==> src/hw/rtl/assert_macros.svh <==
// Assertion macros shared by the timing wheel timeout table modules.
`ifndef ASSERT_MACROS_SVH
`define ASSERT_MACROS_SVH

// Property that must hold at every rising edge outside reset.
`define ASSERT_CLK(label, prop, msg) \
    label: assert property (@(posedge clk) disable iff (!rst_n) (prop)) else $error(msg);

// Condition that must never be seen at a rising edge outside reset.
`define ASSERT_NEVER(label, expr, msg) \
    label: assert property (@(posedge clk) disable iff (!rst_n) !(expr)) else $error(msg);

`endif

==> src/hw/rtl/twtt_pkg.sv <==
// Types and constants shared by the timing wheel timeout table modules.
package twtt_pkg;

    localparam int ID_W    = 32;
    localparam int DELAY_W = 6;
    localparam int KIND_W  = 2;

    typedef enum logic [1:0] {
        REQ_TICK    = 2'd0,
        REQ_ADD     = 2'd1,
        REQ_REFRESH = 2'd2,
        REQ_CANCEL  = 2'd3
    } req_e_t;

    typedef enum logic [KIND_W-1:0] {
        EV_FIRED    = 2'd0,
        EV_RELEASED = 2'd1,
        EV_FULL     = 2'd2
    } ev_e_t;

    typedef enum logic [1:0] {
        ST_IDLE,
        ST_SCAN,
        ST_FINISH
    } state_e_t;

    // Commands from the sequencer to the datapath.
    typedef struct packed {
        logic load;    // capture a new request and clear the scan results
        logic rd_en;   // read the table at rd_addr
        logic scan;    // an entry is presented for processing
        logic step;    // the presented entry is committed
        logic finish;  // closing cycle of the request
    } dp_cmd_t;

    // Status from the datapath to the sequencer.
    typedef struct packed {
        logic stall;   // a result has to go out but the output register is full
    } dp_status_t;

endpackage

==> src/hw/rtl/twtt_ctrl.sv <==
// Sequencer for the timing wheel timeout table: walks the table once per request.
module twtt_ctrl #(
    parameter int TABLE_ENTRIES = 16,
    parameter int IW            = (TABLE_ENTRIES > 1) ? $clog2(TABLE_ENTRIES) : 1
) (
    input  logic                 clk,
    input  logic                 rst_n,
    input  logic                 in_valid,
    output logic                 in_ready,
    input  twtt_pkg::dp_status_t status,
    output twtt_pkg::dp_cmd_t    cmd,
    output logic [IW-1:0]        proc_idx,
    output logic [IW-1:0]        rd_addr
);

    localparam logic [IW-1:0] LAST_IDX = IW'(TABLE_ENTRIES - 1);

    twtt_pkg::state_e_t state_reg, state_next;
    logic [IW-1:0]      proc_idx_reg, proc_idx_next;
    logic               at_last;

    assign at_last  = (proc_idx_reg == LAST_IDX);
    assign proc_idx = proc_idx_reg;

    always_comb
    begin
        state_next = state_reg;
        case (state_reg)
            twtt_pkg::ST_IDLE:
            begin
                if (in_valid)
                begin
                    state_next = twtt_pkg::ST_SCAN;
                end
            end
            twtt_pkg::ST_SCAN:
            begin
                if (!status.stall && at_last)
                begin
                    state_next = twtt_pkg::ST_FINISH;
                end
            end
            twtt_pkg::ST_FINISH:
            begin
                if (!status.stall)
                begin
                    state_next = twtt_pkg::ST_IDLE;
                end
            end
            default:
            begin
                state_next = twtt_pkg::ST_IDLE;
            end
        endcase
    end

    always_comb
    begin
        cmd           = '0;
        in_ready      = 1'b0;
        rd_addr       = proc_idx_reg + IW'(1);
        proc_idx_next = proc_idx_reg;
        case (state_reg)
            twtt_pkg::ST_IDLE:
            begin
                in_ready      = 1'b1;
                cmd.load      = in_valid;
                cmd.rd_en     = in_valid;
                rd_addr       = '0;
                proc_idx_next = '0;
            end
            twtt_pkg::ST_SCAN:
            begin
                cmd.scan  = 1'b1;
                cmd.step  = !status.stall;
                cmd.rd_en = !status.stall && !at_last;
                if (!status.stall && !at_last)
                begin
                    proc_idx_next = proc_idx_reg + IW'(1);
                end
            end
            twtt_pkg::ST_FINISH:
            begin
                cmd.finish = 1'b1;
            end
            default:
            begin
                cmd = '0;
            end
        endcase
    end

    always_ff @(posedge clk or negedge rst_n)
    begin
        if (!rst_n)
        begin
            state_reg    <= twtt_pkg::ST_IDLE;
            proc_idx_reg <= '0;
        end
        else
        begin
            state_reg    <= state_next;
            proc_idx_reg <= proc_idx_next;
        end
    end

`include "assert_macros.svh"

    `ASSERT_CLK(a_idx_in_table, (state_reg == twtt_pkg::ST_SCAN) |-> (proc_idx_reg <= LAST_IDX), "scan index beyond the table")
    `ASSERT_CLK(a_load_starts_at_zero, cmd.load |=> (proc_idx_reg == '0 && state_reg == twtt_pkg::ST_SCAN), "scan did not start at entry zero")

endmodule

==> config.mk <==
export PLATFORM = sky130hd
export DESIGN_NAME = twtt_ctrl
export DESIGN_NICKNAME = d
export VERILOG_FILES = /design/src/hw/rtl/twtt_pkg.sv /design/src/hw/rtl/twtt_ctrl.sv
export VERILOG_INCLUDE_DIRS = /design/src /design/src/hw/rtl
export SDC_FILE = /design/constraint.sdc
export NUM_CORES = 1
export LEC_CHECK = 0
export ABC_AREA = 1
export ABC_CLOCK_PERIOD_IN_PS = 2900
export BUFFER_PORTS_ARGS = -buffer_cell sky130_fd_sc_hd__buf_2
export CAP_MARGIN = 20
export CORE_AREA = 4 4 41 43
export CTS_CLUSTER_SIZE = 14
export DETAILED_ROUTE_END_ITERATION = 10
export DIE_AREA = 0 0 45 47
export PLACE_DENSITY_LB_ADDON = 0.05
export SLEW_MARGIN = 20
export SYNTH_ARGS = -nofsm -noshare
export SYNTH_HDL_FRONTEND = slang
export SYNTH_SLANG_ARGS = --single-unit
==> constraint.sdc <==
create_clock -name clk -period 2.9 [get_ports clk]
set_input_delay 0.435 -clock clk [delete_from_list [all_inputs] [get_ports clk]]
set_output_delay 0.435 -clock clk [all_outputs]
set_load 0.005 [all_outputs]
**Word level (Yosys, flattened, before mapping)**

Cells that the tools add are included.

- Bits in registers: 6
- Latch bits: 0
- RAM bits: 0
- Bits in read-only memories: 0
- Output and inout bits: 14
- Logic and storage cells: 30
- Memories kept: 0

- Add/subtract/negate cells: 1
- $mul: 0
- Divide/modulo/power cells: 0
- Order comparisons: 0
- Eq/ne operators: 7
- Shift-type cells: 0
- Mux-type cells: 12
- Bitwise gates (word level): 0
- Reductions and logical operators: 8

Operators with widths:

| cell | number |
|---|---|
| $mux W2 | 4 |
| $mux W4 | 2 |
| $ne A2 B2 Y1 const B | 4 |
| $pmux W4 S2 | 1 |
| $pmux W2 S3 | 1 |
| $add A4 B1 Y4 const B | 1 |
| $eq A4 B4 Y1 const B | 1 |
| $mux W1 | 3 |
| $reduce_and A3 Y1 | 1 |
| $eq A2 B1 Y1 const B | 1 |
| $eq A2 B2 Y1 const B | 1 |
| $logic_and A1 B1 Y1 | 2 |
| $logic_not A1 Y1 | 2 |
| $logic_not A2 Y1 | 1 |
| $pmux W1 S2 | 1 |
| $reduce_and A2 Y1 | 1 |
| $reduce_bool A2 Y1 | 1 |

**Logic depth before layout (Yosys ltp)**

- Depth in word-level cells: 5
- Mapped depth: 7

**Worst setup path before layout**

No wires, ideal clock.

- Kind: register to output
- From: reg proc_idx_reg[0], in the netlist proc_idx[0]
- To: out cmd[3] (netlist name)
- Arrival: 0.978 ns
- Data required time: 2.465 ns
- Slack: 1.487 ns
- Cell stages (with the launch flop): 5
- Path buffers: 0
- Cells stage by stage: dfrtp_1 ha_1 nand3_1 nand2_4 o21ai_1

RTL lines:

| element | line | source |
|---|---|---|
| from (decl) | twtt_ctrl.sv:19 | `logic [IW-1:0] proc_idx_reg, proc_idx_next;` |
| from (signal assigned) | twtt_ctrl.sv:103 | `proc_idx_reg <= proc_idx_next;` |
| to (decl) | twtt_ctrl.sv:11 | `output twtt_pkg::dp_cmd_t cmd,` |

==> metrics.txt <==
status=complete, no violations; crit path launch type=register; Overflow after GRT=0; clock skew=0.000320 ns; max-cap viol count=0; adder-cell area share of the yosys netlist=around 3.2%; crit path kind=reg2out; Final Hold Viols=0; Post-Synthesis Cells=49; global-route wire length before repair=1570 um; post-route cell area=512 um2; clock slew seen by the registers of the worst setup and hold paths=0.04 ns; RSZ-0062 raised after global routing=no; post-synth top area share=39.0%; Mapped Nets=54; Tightest Pin Transition=0.205 ns; Cell Area, Placed=489 um2; DRT Pass-1 Iters=4; DRC violations left=0; insertion delay to the later sink of the worst-skew pair=0.24 ns; Cell Area, Synth=385 um2; Hold WC Path Type=in2async; Synth Area in XOR/XNOR=under 10%; core area=around 0.0013 mm2; Max Fclk=555 MHz; Starting DRT DRC Count=4; count of cell types in the netlist=15; most common cell after layout, fill and taps aside=buf_2; die height=47 um; top-level I/O count=18; period utilization=a little over 60%; CTS tree=yes; CTS Buf Count=3; Resized cells post-CTS=0; die footprint=0.00212 mm2; crit path DAT=1.37 ns; post-layout net count=76; FF+latch count, synth=6; WHS=0.0215 ns; Clock Root Buffer=clkbuf_4; Max-slew headroom=86.3%; maximum fanout along the worst path=8; main area contributors after synthesis=dfrtp_1, nand2_1, nand3_1, nor2_1, nand2_4; number of antenna violations at the first check in global routing=0; Setup Total Neg Slack=0 ns; area grow syn2layout=32.8%; PortBufs=17; most frequent cells in the layout=buf_2, nand2_1, nor2_1, nand3_1, dfrtp_1; Final Max Tran Viols=0; Ant. Diodes=0; drt via density=4.49; Hold-fix buffers, CTS=0; Power Dens Cells=1040 mW/mm2; peak supply drop=343 uV; Synth Area in Compound Gates=5.52%; H-tree lvl count=1; Worst Setup End Kind=output port; Seq/Total Area, Yosys=approximately two fifths; Worst EP required=2.47 ns; largest net degree at the start of global routing=9; Simple-Gate Fraction of Synth Area=43.2%; vias in the first global route=338; Site Rows=13; Clock Tree Buf Depth=2; wire per inst=approximately 11 um; final setup fails=0; Final min period=1.80 ns; main combinational cell family by area after synthesis=simple AND/OR/NAND/NOR gates; final wirelength=938 um; die width=45 um; Avg Synthesized Cell Area=7.86 um2; fraction of layout cells with a size suffix above 1=~39%; GRT Resource Usage Total=10.5%; Synth warnings=0; # clock sinks=6; Setup Buffers After CTS=0; Routed Antenna Nets=0; Placer Congestion=0.745; initial core utilization=29.6%; mux cell area share after synthesis=0%; vias post-DR=between 300 and 400; number of flip-flops under the largest register name=4; leak pwr=0.000284 uW; cell taking the most area after synthesis=dfrtp_1
==> cell usage after synthesis <==
cell type,count
o21ai_1,3
nand2_4,2
nand2_1,9
ha_1,1
dfrtp_1,6
nor2_1,8
nand3_1,6
o22ai_1,1
nor2_4,1
inv_2,2
nor2_8,1
inv_1,5
xor2_1,1
nand4_1,2
nand2_2,1
==> metal layers <==
| layer | track usage, % | vias up | wire (um) |
|---|---|---|---|
| li1 | - | 201 | - |
| met1 | 14.1 | 162 | 471 |
| met2 | 14.7 | 14 | 376 |
| met3 | 3.83 | 0 | 89 |
| met4 | 5.26 | 0 | 0 |
| met5 | 0 | - | 0 |
==> kinds of logic (layout without fill, tap and decap cells) <==
| kind of cell | Yosys count | in the layout |
|---|---|---|
| buffers and inverters | 7 | 27 |
| AO/OA/AOI/OAI | 4 | 4 |
| adder cells (fa/ha/maj) | 1 | 1 |
| flip-flops | 6 | 6 |
| AND/OR/NAND/NOR | 30 | 30 |
| XOR/XNOR | 1 | 1 |
==> stage by stage <==
step                      std cells  power (uW)  utilization, %  setup slack (ns)
after floorplan                  49         336               -              1.49
after global placement           81         468            37.6              1.37
after detailed placement         81         465            37.6              1.35
after CTS                        84         547            39.3              1.08
after global routing             84         594            39.3             0.954
final                            84         532            39.3              1.10
==> where the power goes <==
| part | internal, uW | switching, uW | leakage [uW] |
|---|---|---|---|
| logic | 131 | 160 | 0.000196 |
| clock network | 46.7 | 28.9 | 0.0000138 |
| registers | 116 | 49.0 | 0.0000740 |
==> path summary, 6_finish.rpt <==
path | start | end | slack (ns) | cells past startpoint
worst min-delay path | rst_n | state_reg[0] | 0.02 | 1
min in group clk | status | state_reg[1] | 0.51 | 3
worst min register to register | proc_idx[0] | proc_idx[0] | 0.57 | 1
worst max-delay path | proc_idx[0] | cmd[3] | 1.10 | 5
worst max register to register | proc_idx[0] | proc_idx[3] | 1.68 | 6
max in group asynchronous | rst_n | proc_idx[2] | 2.72 | 1
==> worst max-delay path: stages (launching register included) <==
cell and delay [ns]:
dfrtp_1 0.44, ha_1 0.21, nand3_1 0.14, nand2_4 0.15, o21ai_1 0.07, buf_2 0.12
==> final cells by class <==
cell class | count | area [um2]
timing repair buffer | 17 | 85.1
fill | 140 | 790
sequential | 6 | 150
inverter | 7 | 26.3
clock buffer | 3 | 22.5
multi-input combinational | 36 | 209
tap | 15 | 18.8
Power figures use the tool's default switching activity.
